--- config.mk ---
export PLATFORM = sky130hd
export DESIGN_NAME = pid_line_follower_drive_core
export DESIGN_NICKNAME = d
export VERILOG_FILES = /design/src/design/plf_pkg.sv /design/src/design/pid_line_follower_drive_core.sv
export VERILOG_INCLUDE_DIRS = /design/src /design/src/design
export SDC_FILE = /design/constraint.sdc
export NUM_CORES = 2
export LEC_CHECK = 0
export ABC_AREA = 1
export BUFFER_PORTS_ARGS = -buffer_cell sky130_fd_sc_hd__buf_2
export CORE_MARGIN = 2
export CORE_UTILIZATION = 50
export DETAILED_ROUTE_END_ITERATION = 12
export PLACE_DENSITY = 0.73
export SYNTH_ARGS = -nofsm -noshare
export SYNTH_HDL_FRONTEND = slang
export SYNTH_SLANG_ARGS = --single-unit
export TNS_END_PERCENT = 20
--- constraint.sdc ---
create_clock -name clk -period 13.4 [get_ports clk]
set_input_delay 1.34 -clock clk [delete_from_list [all_inputs] [get_ports clk]]
set_output_delay 1.34 -clock clk [all_outputs]
set_load 0.01 [all_outputs]
--- src/design/pid_line_follower_drive_core_defines.svh ---
// ---------------------------------------------------------------------------
// pid_line_follower_drive_core_defines.svh
// Assertion macros used by the line follower drive RTL.
// ---------------------------------------------------------------------------
`ifndef PID_LINE_FOLLOWER_DRIVE_CORE_DEFINES_SVH
`define PID_LINE_FOLLOWER_DRIVE_CORE_DEFINES_SVH

`ifndef ASSERT_OFF
// Check a property on every clock edge outside reset.
`define PLF_ASSERT(name, prop, msg) \
  name: assert property (@(posedge clk) disable iff (!rst_n) prop) else $error(msg);
// Check a property on every clock edge, reset included.
`define PLF_ASSERT_NORST(name, prop, msg) \
  name: assert property (@(posedge clk) prop) else $error(msg);
`else
`define PLF_ASSERT(name, prop, msg)
`define PLF_ASSERT_NORST(name, prop, msg)
`endif

`endif

--- src/design/plf_pkg.sv ---
`timescale 1ns / 1ps
// ---------------------------------------------------------------------------
// plf_pkg
// Types, register indexes and constants of the line follower drive core.
// ---------------------------------------------------------------------------
package plf_pkg;

  localparam int RawW   = 13;
  localparam int PosW   = 9;
  localparam int ErrW   = 11;
  localparam int SumW   = 24;
  localparam int GainW  = 16;
  localparam int LimW   = 10;
  localparam int BaseW  = 8;
  localparam int TurnW  = 11;
  localparam int SpeedW = 12;
  localparam int DutyW  = 8;

  localparam int CfgAddrW  = 3;
  localparam int CfgDataW  = 16;
  localparam int InDataW   = 16;
  localparam int OutDataW  = 32;

  // Position scaling: pos = floor(raw * 510 / 5000) - 255, with the divide
  // done as a multiply by 51 * ceil(2^27 / 500) and a shift by 27.
  localparam int ScaleMulW  = 24;
  localparam int ScaleShift = 27;
  localparam int ScaleProdW = RawW + ScaleMulW;
  localparam int ScaleQW    = 10;

  localparam logic [RawW-1:0]       RawFull   = RawW'(5000);
  localparam logic [ScaleMulW-1:0]  ScaleMul  = ScaleMulW'(13690236);
  localparam logic signed [ErrW-1:0] PosOffset = ErrW'(255);

  localparam logic signed [SumW-1:0] SumMax = {1'b0, {(SumW-1){1'b1}}};
  localparam logic signed [SumW-1:0] SumMin = {1'b1, {(SumW-1){1'b0}}};

  localparam logic [DutyW-1:0] DutyMax = '1;

  typedef enum logic [CfgAddrW-1:0] {
    REG_GAIN_P     = 3'd0,
    REG_GAIN_I     = 3'd1,
    REG_GAIN_D     = 3'd2,
    REG_BASE_SPEED = 3'd3,
    REG_TARGET_POS = 3'd4,
    REG_TURN_LIMIT = 3'd5
  } reg_idx_t;

  // Duty is the speed magnitude, saturated to the duty range.
  function automatic logic [DutyW-1:0] duty_of(input logic signed [SpeedW-1:0] speed);
    logic [SpeedW-1:0] mag;
    mag = speed[SpeedW-1] ? SpeedW'(-speed) : SpeedW'(speed);
    return (mag > SpeedW'(DutyMax)) ? DutyMax : mag[DutyW-1:0];
  endfunction

endpackage

--- src/design/pid_line_follower_drive_core.sv ---
`timescale 1ns / 1ps
// ---------------------------------------------------------------------------
// pid_line_follower_drive_core
// PID steering for a line follower with a differential motor drive.
// ---------------------------------------------------------------------------
// The core takes one raw line position per cycle while the output is not
// stalled and returns one drive result per position. A result is held in
// the stage 1, stage 2 and output registers in turn. It is a three-stage
// pipeline: position scaling, then the error, integral and derivative
// update, then the gain products, turn clamp and motor speeds. A new
// position is taken in every cycle unless the output stalls; the sustained
// rate is one item per clock, limited only by backpressure on the output.
// Write gains and limits only while no item is in flight.
`include "pid_line_follower_drive_core_defines.svh"

module pid_line_follower_drive_core (
  input  logic                            clk,
  input  logic                            rst_n,

  input  logic                            cfg_we,
  input  logic [plf_pkg::CfgAddrW-1:0]    cfg_addr,
  input  logic [plf_pkg::CfgDataW-1:0]    cfg_wdata,

  input  logic                            in_tvalid,
  output logic                            in_tready,
  // [12:0] position_raw, [15:13] zero
  input  logic [plf_pkg::InDataW-1:0]     in_tdata,

  output logic                            out_tvalid,
  input  logic                            out_tready,
  // [0] left_forward, [8:1] left_duty, [9] right_forward,
  // [17:10] right_duty, [28:18] turn_value, [31:29] zero
  output logic [plf_pkg::OutDataW-1:0]    out_tdata
);

  // Configuration registers
  logic signed [plf_pkg::GainW-1:0] gain_p_r, gain_i_r, gain_d_r;
  logic [plf_pkg::BaseW-1:0]        base_speed_r;
  logic signed [plf_pkg::PosW-1:0]  target_pos_r;
  logic [plf_pkg::LimW-1:0]         turn_limit_r;

  always_ff @(posedge clk) begin
    if (!rst_n) begin
      gain_p_r     <= plf_pkg::GainW'(256);
      gain_i_r     <= '0;
      gain_d_r     <= '0;
      base_speed_r <= '0;
      target_pos_r <= '0;
      turn_limit_r <= plf_pkg::LimW'(255);
    end else if (cfg_we) begin
      unique case (plf_pkg::reg_idx_t'(cfg_addr))
        plf_pkg::REG_GAIN_P:     gain_p_r     <= cfg_wdata;
        plf_pkg::REG_GAIN_I:     gain_i_r     <= cfg_wdata;
        plf_pkg::REG_GAIN_D:     gain_d_r     <= cfg_wdata;
        plf_pkg::REG_BASE_SPEED: base_speed_r <= cfg_wdata[plf_pkg::BaseW-1:0];
        plf_pkg::REG_TARGET_POS: target_pos_r <= cfg_wdata[plf_pkg::PosW-1:0];
        plf_pkg::REG_TURN_LIMIT: turn_limit_r <= cfg_wdata[plf_pkg::LimW-1:0];
        default: ;
      endcase
    end
  end

  // Pipeline handshake: each stage advances when the next can take it.
  logic s1_valid_r, s2_valid_r, out_tvalid_r;
  logic s1_ready, s2_ready, s3_ready;
  logic in_fire, s1_fire, s2_fire;

  assign s3_ready  = !out_tvalid_r || out_tready;
  assign s2_ready  = !s2_valid_r || s3_ready;
  assign s1_ready  = !s1_valid_r || s2_ready;
  assign in_tready = s1_ready;
  assign in_fire   = in_tvalid && s1_ready;
  assign s1_fire   = s1_valid_r && s2_ready;
  assign s2_fire   = s2_valid_r && s3_ready;

  // Stage 1: clamp and scale the raw position
  logic [plf_pkg::RawW-1:0]         raw_clamp;
  logic [plf_pkg::ScaleProdW-1:0]   scale_prod;
  logic [plf_pkg::ScaleQW-1:0]      scale_q;
  logic signed [plf_pkg::ErrW-1:0]  pos_wide;
  logic signed [plf_pkg::PosW-1:0]  s1_pos_r;

  assign raw_clamp  = (in_tdata[plf_pkg::RawW-1:0] > plf_pkg::RawFull) ?
                      plf_pkg::RawFull : in_tdata[plf_pkg::RawW-1:0];
  assign scale_prod = plf_pkg::ScaleProdW'(raw_clamp) *
                      plf_pkg::ScaleProdW'(plf_pkg::ScaleMul);
  assign scale_q    = scale_prod[plf_pkg::ScaleShift +: plf_pkg::ScaleQW];
  assign pos_wide   = $signed(plf_pkg::ErrW'(scale_q)) - plf_pkg::PosOffset;

  always_ff @(posedge clk) begin
    if (!rst_n) begin
      s1_valid_r <= 1'b0;
    end else if (s1_ready) begin
      s1_valid_r <= in_tvalid;
    end
  end

  always_ff @(posedge clk) begin
    if (in_fire) begin
      s1_pos_r <= pos_wide[plf_pkg::PosW-1:0];
    end
  end

  // Stage 2: error, saturating integral and derivative; loop state lives here
  logic signed [plf_pkg::ErrW-1:0]   err;
  logic signed [plf_pkg::SumW:0]     sum_wide;
  logic signed [plf_pkg::SumW-1:0]   sum_nxt;
  logic signed [plf_pkg::ErrW:0]     der_wide;
  logic signed [plf_pkg::SumW-1:0]   error_sum_r;
  logic signed [plf_pkg::ErrW-1:0]   prev_err_r;
  logic signed [plf_pkg::ErrW-1:0]   s2_err_r, s2_der_r;
  logic signed [plf_pkg::SumW-1:0]   s2_sum_r;

  assign err      = plf_pkg::ErrW'(s1_pos_r) - plf_pkg::ErrW'(target_pos_r);
  assign sum_wide = (plf_pkg::SumW+1)'(error_sum_r) + (plf_pkg::SumW+1)'(err);
  assign der_wide = (plf_pkg::ErrW+1)'(err) - (plf_pkg::ErrW+1)'(prev_err_r);

  // Saturate when the two top bits disagree
  always_comb begin
    if (sum_wide[plf_pkg::SumW] != sum_wide[plf_pkg::SumW-1]) begin
      sum_nxt = sum_wide[plf_pkg::SumW] ? plf_pkg::SumMin : plf_pkg::SumMax;
    end else begin
      sum_nxt = sum_wide[plf_pkg::SumW-1:0];
    end
  end

  always_ff @(posedge clk) begin
    if (!rst_n) begin
      s2_valid_r  <= 1'b0;
      error_sum_r <= '0;
      prev_err_r  <= '0;
    end else begin
      if (s2_ready) begin
        s2_valid_r <= s1_valid_r;
      end
      if (s1_fire) begin
        error_sum_r <= sum_nxt;
        prev_err_r  <= err;
      end
    end
  end

  always_ff @(posedge clk) begin
    if (s1_fire) begin
      s2_err_r <= err;
      s2_sum_r <= sum_nxt;
      s2_der_r <= der_wide[plf_pkg::ErrW-1:0];
    end
  end

  // Stage 3: PID sum, truncate toward zero, clamp, motor speeds
  localparam int PW   = plf_pkg::GainW + plf_pkg::ErrW;
  localparam int IW   = plf_pkg::GainW + plf_pkg::SumW;
  localparam int AccW = IW + 1;
  localparam int QW   = AccW - 8;

  logic signed [PW-1:0]   p_prod, d_prod;
  logic signed [IW-1:0]   i_prod;
  logic signed [AccW-1:0] acc, acc_adj;
  logic signed [QW-1:0]   acc_q, lim_pos, lim_neg, turn_wide;
  logic signed [plf_pkg::TurnW-1:0]  turn;
  logic signed [plf_pkg::SpeedW-1:0] base_s, turn_s, left_spd, right_spd;

  assign p_prod  = PW'(gain_p_r) * PW'(s2_err_r);
  assign i_prod  = IW'(gain_i_r) * IW'(s2_sum_r);
  assign d_prod  = PW'(gain_d_r) * PW'(s2_der_r);
  assign acc     = AccW'(p_prod) + AccW'(i_prod) + AccW'(d_prod);
  assign acc_adj = acc + (acc[AccW-1] ? AccW'(255) : AccW'(0));
  assign acc_q   = acc_adj[AccW-1:8];
  assign lim_pos = $signed(QW'(turn_limit_r));
  assign lim_neg = -lim_pos;

  always_comb begin
    if (acc_q > lim_pos) begin
      turn_wide = lim_pos;
    end else if (acc_q < lim_neg) begin
      turn_wide = lim_neg;
    end else begin
      turn_wide = acc_q;
    end
  end

  assign turn      = turn_wide[plf_pkg::TurnW-1:0];
  assign base_s    = $signed(plf_pkg::SpeedW'(base_speed_r));
  assign turn_s    = plf_pkg::SpeedW'(turn);
  assign left_spd  = base_s + turn_s;
  assign right_spd = base_s - turn_s;

  logic                             left_fwd_r, right_fwd_r;
  logic [plf_pkg::DutyW-1:0]        left_duty_r, right_duty_r;
  logic signed [plf_pkg::TurnW-1:0] turn_r;

  always_ff @(posedge clk) begin
    if (!rst_n) begin
      out_tvalid_r <= 1'b0;
    end else if (s3_ready) begin
      out_tvalid_r <= s2_valid_r;
    end
  end

  always_ff @(posedge clk) begin
    if (s2_fire) begin
      left_fwd_r   <= !left_spd[plf_pkg::SpeedW-1];
      left_duty_r  <= plf_pkg::duty_of(left_spd);
      right_fwd_r  <= !right_spd[plf_pkg::SpeedW-1];
      right_duty_r <= plf_pkg::duty_of(right_spd);
      turn_r       <= turn;
    end
  end

  assign out_tvalid = out_tvalid_r;
  assign out_tdata  = {3'b000, turn_r, right_duty_r, right_fwd_r, left_duty_r, left_fwd_r};

  logic straight_ok;
  assign straight_ok = left_fwd_r && right_fwd_r && (left_duty_r == right_duty_r);

  // Speeds sum to twice the base speed, so both cannot be reverse
  `PLF_ASSERT(a_one_fwd, out_tvalid_r |-> (left_fwd_r || right_fwd_r), "both motors reverse")
  // No turn means both motors run forward at the same duty
  `PLF_ASSERT(a_straight, out_tvalid_r && (turn_r == '0) |-> straight_ok, "uneven drive")
  // A transfer always lands in the scaling stage
  `PLF_ASSERT(a_in_lands, in_fire |=> s1_valid_r, "accepted position lost")
  // Reset empties the output stage
  `PLF_ASSERT_NORST(a_rst_empty, !rst_n |=> !out_tvalid_r, "output valid after reset")

endmodule
## Yosys cells after proc, flatten, opt, wreduce, memory -nomap -nowiden

Cells that the tools add are included.

| storage, ports and cells | value |
|---|---|
| input port bits | 40 |
| register bits after elaboration | 195 |
| output and inout port bits | 34 |
| word-level logic and storage cells | 73 |

| operators by class | value |
|---|---|
| add/subtract/negate cells | 12 |
| reductions and logical operators | 18 |
| magnitude comparators | 5 |
| muxes and demuxes | 8 |
| eq/ne operators | 6 |
| multipliers | 4 |

Operators with widths:

| kind | count |
|---|---|
| $mux W24 | 2 |
| $add A26 B40 Y41 | 1 |
| $add A41 B27 Y41 | 1 |
| $add A41 B9 Y41 | 1 |
| $mul A16 B24 Y40 | 1 |
| $mul A13 B22 Y34 const B | 1 |
| $gt A33 B11 Y1 | 1 |
| $lt A33 B33 Y1 | 1 |
| $neg A10 Y33 | 1 |
| $mul A16 B11 Y27 | 1 |
| $mul A16 B10 Y26 | 1 |
| $add A24 B10 Y25 | 1 |
| $gt A12 B8 Y1 const B | 2 |
| $mux W12 | 2 |
| $neg A12 Y12 | 2 |
| $mux W11 | 2 |
| $gt A13 B13 Y1 const B | 1 |
| $mux W13 | 1 |
| $add A9 B11 Y12 | 1 |
| $reduce_and A2 Y1 | 6 |
| $sub A9 B11 Y12 | 1 |
| $sub A10 B10 Y11 | 1 |
| $sub A9 B9 Y10 | 1 |
| $sub A9 B8 Y9 const B | 1 |
| 9 further kinds | 19 |

## Longest topological paths before layout

| depth | value |
|---|---|
| depth in word-level cells | 12 |
| gate-level depth with buffers | 79 |
| gate-level depth less buffers | 76 |

## Least setup slack after synthesis

Ideal clock, no wire load.

| timing | value |
|---|---|
| path kind | reg2reg |
| start | register gain_p_r[15] in the netlist's numbering |
| end | register left_duty_r[0] in the netlist's numbering, data pin |
| path slack | 1009 ps |
| arrival time | 12124 ps |
| period minus slack after synthesis | 12391 ps |
| buffers on the path | 4 |
| cell stages (with the launch flop) | 69 |
| required time | 13132 ps |
| path through | dfxtp_1 > clkbuf_1 > nand2_1 > inv_1 > fa_1 > fa_1 > inv_1 > fa_1 > fa_1 > inv_1 > fa_1 > fa_1 > fa_1 > inv_1 > fa_1 > inv_1 > ha_1 > nand2_1 > (+33 left out) > o21a_1 > inv_1 > ha_1 > clkbuf_1 > a21oi_1 > and2_1 > inv_1 > a21oi_1 > o21bai_1 > a21oi_1 > o21bai_1 > a21oi_1 > xor2_1 > nor2_1 > nand2_1 > nand2_1 > a21oi_4 > nand3_1 |

| between the ends | value |
|---|---|
| cells in the longest elaborated chain, start to end | 12 |
| elaborated cells between the ends (all ways) | 13 |
| those cells by class | 5 x add/sub; 1 x mul; 3 x order compare; 4 x mux |

Ends and longest elaborated chain:

| what | line | text |
|---|---|---|
| start, declared | pid_line_follower_drive_core.sv:37 | `logic signed [plf_pkg::GainW-1:0] gain_p_r, gain_i_r, gain_d_r;` |
| start signal, assigned | pid_line_follower_drive_core.sv:44 | `gain_p_r <= plf_pkg::GainW'(256);` |
| start signal, assigned | pid_line_follower_drive_core.sv:52 | `plf_pkg::REG_GAIN_P: gain_p_r <= cfg_wdata;` |
| $mul A16 B10 Y26 * | pid_line_follower_drive_core.sv:164 | `assign p_prod = PW'(gain_p_r) * PW'(s2_err_r);` |
| $add A26 B40 Y41 * | pid_line_follower_drive_core.sv:167 | `assign acc = AccW'(p_prod) + AccW'(i_prod) + AccW'(d_prod);` |
| $add A41 B27 Y41 * | pid_line_follower_drive_core.sv:167 |  |
| $mux W8 | pid_line_follower_drive_core.sv:168 | `assign acc_adj = acc + (acc[AccW-1] ? AccW'(255) : AccW'(0));` |
| $add A41 B9 Y41 * | pid_line_follower_drive_core.sv:168 |  |
| $lt A33 B33 Y1 | pid_line_follower_drive_core.sv:176 | `end else if (acc_q < lim_neg) begin` |
| $mux W11 | pid_line_follower_drive_core.sv:176 |  |
| $mux W11 * | pid_line_follower_drive_core.sv:174 | `if (acc_q > lim_pos) begin` |
| via turn_wide[2] | pid_line_follower_drive_core.sv:160 | `logic signed [QW-1:0] acc_q, lim_pos, lim_neg, turn_wide;` |
| $add A9 B11 Y12 * | pid_line_follower_drive_core.sv:186 | `assign left_spd = base_s + turn_s;` |
| $neg A12 Y12 | plf_pkg.sv:52 | `mag = speed[SpeedW-1] ? SpeedW'(-speed) : SpeedW'(speed);` |
| $mux W12 * | plf_pkg.sv:52 |  |
| $gt A12 B8 Y1 | plf_pkg.sv:53 | `return (mag > SpeedW'(DutyMax)) ? DutyMax : mag[DutyW-1:0];` |
| end signal, assigned | pid_line_follower_drive_core.sv:204 | `left_duty_r <= plf_pkg::duty_of(left_spd);` |
| end, declared | pid_line_follower_drive_core.sv:190 | `logic [plf_pkg::DutyW-1:0] left_duty_r, right_duty_r;` |

The timed path passes the listed nets; every way through them passes the cells marked *.
A chain may end at the register's enable or synchronous reset.

## Worst setup path after layout

| timing | value |
|---|---|
| start | register, netlist name s2_err_r[9] |
| end | register left_duty_r[0] in the netlist's numbering, data pin |

| between the ends | value |
|---|---|
| cells in the longest elaborated chain, start to end | 12 |
| elaborated cells between the ends (all ways) | 13 |
| those cells by class | 5 x add/sub; 1 x mul; 3 x order compare; 4 x mux |

Ends and longest elaborated chain:

| what | line |
|---|---|
| $mul A16 B10 Y26 * | pid_line_follower_drive_core.sv:164 |
| $add A26 B40 Y41 * | pid_line_follower_drive_core.sv:167 |
| $add A41 B27 Y41 * | pid_line_follower_drive_core.sv:167 |
| $mux W8 | pid_line_follower_drive_core.sv:168 |
| $add A41 B9 Y41 * | pid_line_follower_drive_core.sv:168 |
| $lt A33 B33 Y1 | pid_line_follower_drive_core.sv:176 |
| $mux W11 | pid_line_follower_drive_core.sv:176 |
| $mux W11 * | pid_line_follower_drive_core.sv:174 |
| via turn_wide[2] | pid_line_follower_drive_core.sv:160 |
| $add A9 B11 Y12 * | pid_line_follower_drive_core.sv:186 |
| $neg A12 Y12 | plf_pkg.sv:52 |
| $mux W12 * | plf_pkg.sv:52 |
| $gt A12 B8 Y1 | plf_pkg.sv:53 |

Marks and branches as above.

==> metrics <==
Main synth FF type dfxtp_1; first-pass GRT wire length 196 mm; # port buffers 67; Placer Congestion ~0.97; DRT Wirelength between 100 and 150 mm; Ys Warns 0; die area 93800 um2; Area Overhead vs Synth 7.20%; clock sink total 195; register bit total from synthesis 195; IO Pins 74; CTS Buf Count 17; type of origin of the critical path register; nets@finish about 7000; final core occ 0.542; FMAX 77.5 MHz; Worst-Margin Slew 1.06 ns; Via Count 36100; sequential share of the synthesized area 0.104; initial antenna violation count 4; CTS Root Buffer Type clkbuf_16; Hold-fix buffers, CTS 0; synthesized area 45700 um2; Post-synth ARST share 0; Hold Crit Class register to register; core area between 90000 and 100000 um2; reg-to-reg endpoint left_duty_r[0]; H-tree depth 4; total track usage 0.266; die width 306 um; CP max stage cell fa_1; skew final 0.0259 ns; max-cap violations 0; DRT Pass-1 Iters 6; TNS Setup 0 ns; Vias/cell 5.23; Clock Tree Buf Depth 2; CP Class register to register; CTS tree done; Hold WS 0.466 ns; r2r worst-path depth 70; Worst-Skew Late Latency 0.51 ns; DRC Markers 0; min Tclk post-route 12.90 ns; Worst setup EP type register; number of synthesized flops with an enable pin 83; WP data arrival 13.15 ns; register area 4740 um2; Synth Area per Inst approximately 8 um2; DP Cell Count 6837; Worst Setup SP s2_err_r[9]; RR Startpoint s2_err_r[9]; total grt overflow 0; CP max FO 16; Worst Path Required 13.65 ns; Antenna Violating Nets Remaining 0; vias in the first global route between 30000 and 40000; row count 110; initial detailed-routing violation count 3000; die height roughly 300 um; largest net degree at the start of global routing 85; Final Hold Viols 0; run status finished clean; slew margin rel. 0.290; final slew viol count 0; cell count after synthesis 5675; Non-Filler Instances 6903; Tcrit/Tclk final 0.963; slowest cell delay on critical path 0.55 ns; R2R setup slack about 0.5 ns; DP Wirelength slightly above 100 mm; share of cells above drive strength 1 0.0788; Worst setup endpoint left_duty_r[0]; CTS clk-pin slew, worst paths 0.08 ns; Distinct cells, synth 56; Avg WL per Cell between 15 and 20 um; Finish-stage setup viols 0; FILL cells 8269; area of the multi-input gates between 30000 and 40000 um2; Starting Density 0.506; most used cell along the critical path nand2_1
-- sequential cells by signal (all words and copies together), names as in the netlist --
signal        cells
s1_valid_r        1
gain_p_r         16
s2_sum_r         24
error_sum_r      24
prev_err_r       10
turn_limit_r     10
base_speed_r      8
gain_d_r         16
left_fwd_r        1
s2_der_r         11
gain_i_r         16
s1_pos_r          9
turn_r           11
s2_err_r         10
left_duty_r       8
s2_valid_r        1
out_tvalid        1
right_duty_r      8
target_pos_r      9
right_fwd_r       1
-- stage by stage --
stage          setup WS [ns]  area [um2]
5_1_grt               -0.167       49000
3_5_place_dp           0.195       47600
4_1_cts                0.105       48300
3_3_place_gp           0.315       47600
6_report               0.499       49000
2_1_floorplan           1.01       45700
-- cells by family (layout without fill, tap and decap cells) --
family / after synthesis / count (layout) / share of synthesized area
compound gates: 392 / 392 / 0.0476
xor+xnor: 104 / 104 / 0.0203
fa+ha+maj: 1294 / 1294 / 0.507
buf+inv: 1729 / 1774 / 0.143
flops: 195 / 195 / 0.104
other cells: 1 / 7 / 0.0000821
simple gates: 1960 / 1961 / 0.178
-- layer usage --
layer,up-vias,track usage,wire (um)
met5,-,0,0
met1,17700,0.347,47600
met4,0,0.122,6280
met3,307,0.0386,9560
li1,16600,-,-
met2,1475,0.440,56800
-- Yosys cell counts, drive strengths merged, types with 2 or more instances --
| library cell | instances | area [um2] |
|---|---|---|
| a21boi | 2 | 15.0 |
| nand4 | 39 | 244 |
| nor2 | 363 | 1430 |
| nand3b | 8 | 60.1 |
| xor2 | 69 | 619 |
| o21bai | 13 | 97.6 |
| o21ai | 163 | 823 |
| edfxtp | 83 | 2490 |
| o221ai | 3 | 26.3 |
| clkbuf | 194 | 728 |
| nand3 | 159 | 871 |
| xnor2 | 35 | 307 |
| a31oi | 8 | 50.1 |
| dfxtp | 112 | 2240 |
| ha | 363 | 4540 |
| o21a | 9 | 67.6 |
| o2111ai | 2 | 17.5 |
| o31ai | 3 | 22.5 |
| a21oi | 152 | 772 |
| clkinv | 7 | 27.5 |
| inv | 1515 | 5690 |
| or2 | 38 | 238 |
| nor3 | 27 | 161 |
| buf | 13 | 105 |
| nor4 | 3 | 18.8 |
| a211oi | 4 | 30.0 |
| a2111oi | 2 | 17.5 |
| a21o | 8 | 60.1 |
| o211ai | 20 | 150 |
| nand2 | 1320 | 5070 |
| fa | 931 | 18600 |
-- worst min-delay path by stage --
stage,endpoint,depth (start not counted),startpoint,slack (ns)
finish,target_pos_r[8],2,target_pos_r[8],0.47
global route,target_pos_r[2],2,target_pos_r[2],0.50
CTS,target_pos_r[8],2,target_pos_r[8],0.47
detailed placement,target_pos_r[8],2,target_pos_r[8],0.46
global placement,target_pos_r[6],2,target_pos_r[6],0.45
floorplan,target_pos_r[2],2,target_pos_r[2],0.44
-- layout by cell type (no fill, tap or decap), types with 20 or more instances in the layout --
master,n
xnor2_1,35
o21ai_0,139
buf_4,145
a21oi_1,144
or2_2,35
nor2_2,21
fa_1,923
edfxtp_1,83
nor3_1,20
o21ai_1,22
nor2_1,336
xor2_1,63
ha_1,344
dfxtp_1,109
nand2_2,26
nand3_1,138
inv_1,1500
o211ai_1,20
buf_2,67
nand2_1,1284
nand4_1,39
-- repair_timing --
action,in CTS,in global routing
gates resized for setup,0,111
setup buffers,0,29
setup endpoints to repair,0,18
-- critical path: cells and delay by family, from the launching register on --
| kind | cells | cell delay [ns] |
|---|---|---|
| AO/OA/AOI/OAI | 8 | 1.30 |
| XOR/XNOR | 2 | 0.35 |
| adder cells (fa/ha/maj) | 12 | 5.32 |
| buffers and inverters | 17 | 1.60 |
| flip-flops | 1 | 0.54 |
| AND/OR/NAND/NOR | 31 | 3.53 |
-- layout make-up --
class | instances | area share
repair buffers | 220 | 0.0320
multi-input cells | 3754 | 0.711
clock inverters | 13 | 0.00353
diodes | 4 | 0.000204
flip-flops and latches | 195 | 0.0968
inverters | 1522 | 0.117
well taps | 1176 | 0.0300
clock buffers | 19 | 0.00948
Power is not shown: default switching activity piles up to over one toggle a cycle in this logic, so the estimate is an artifact.
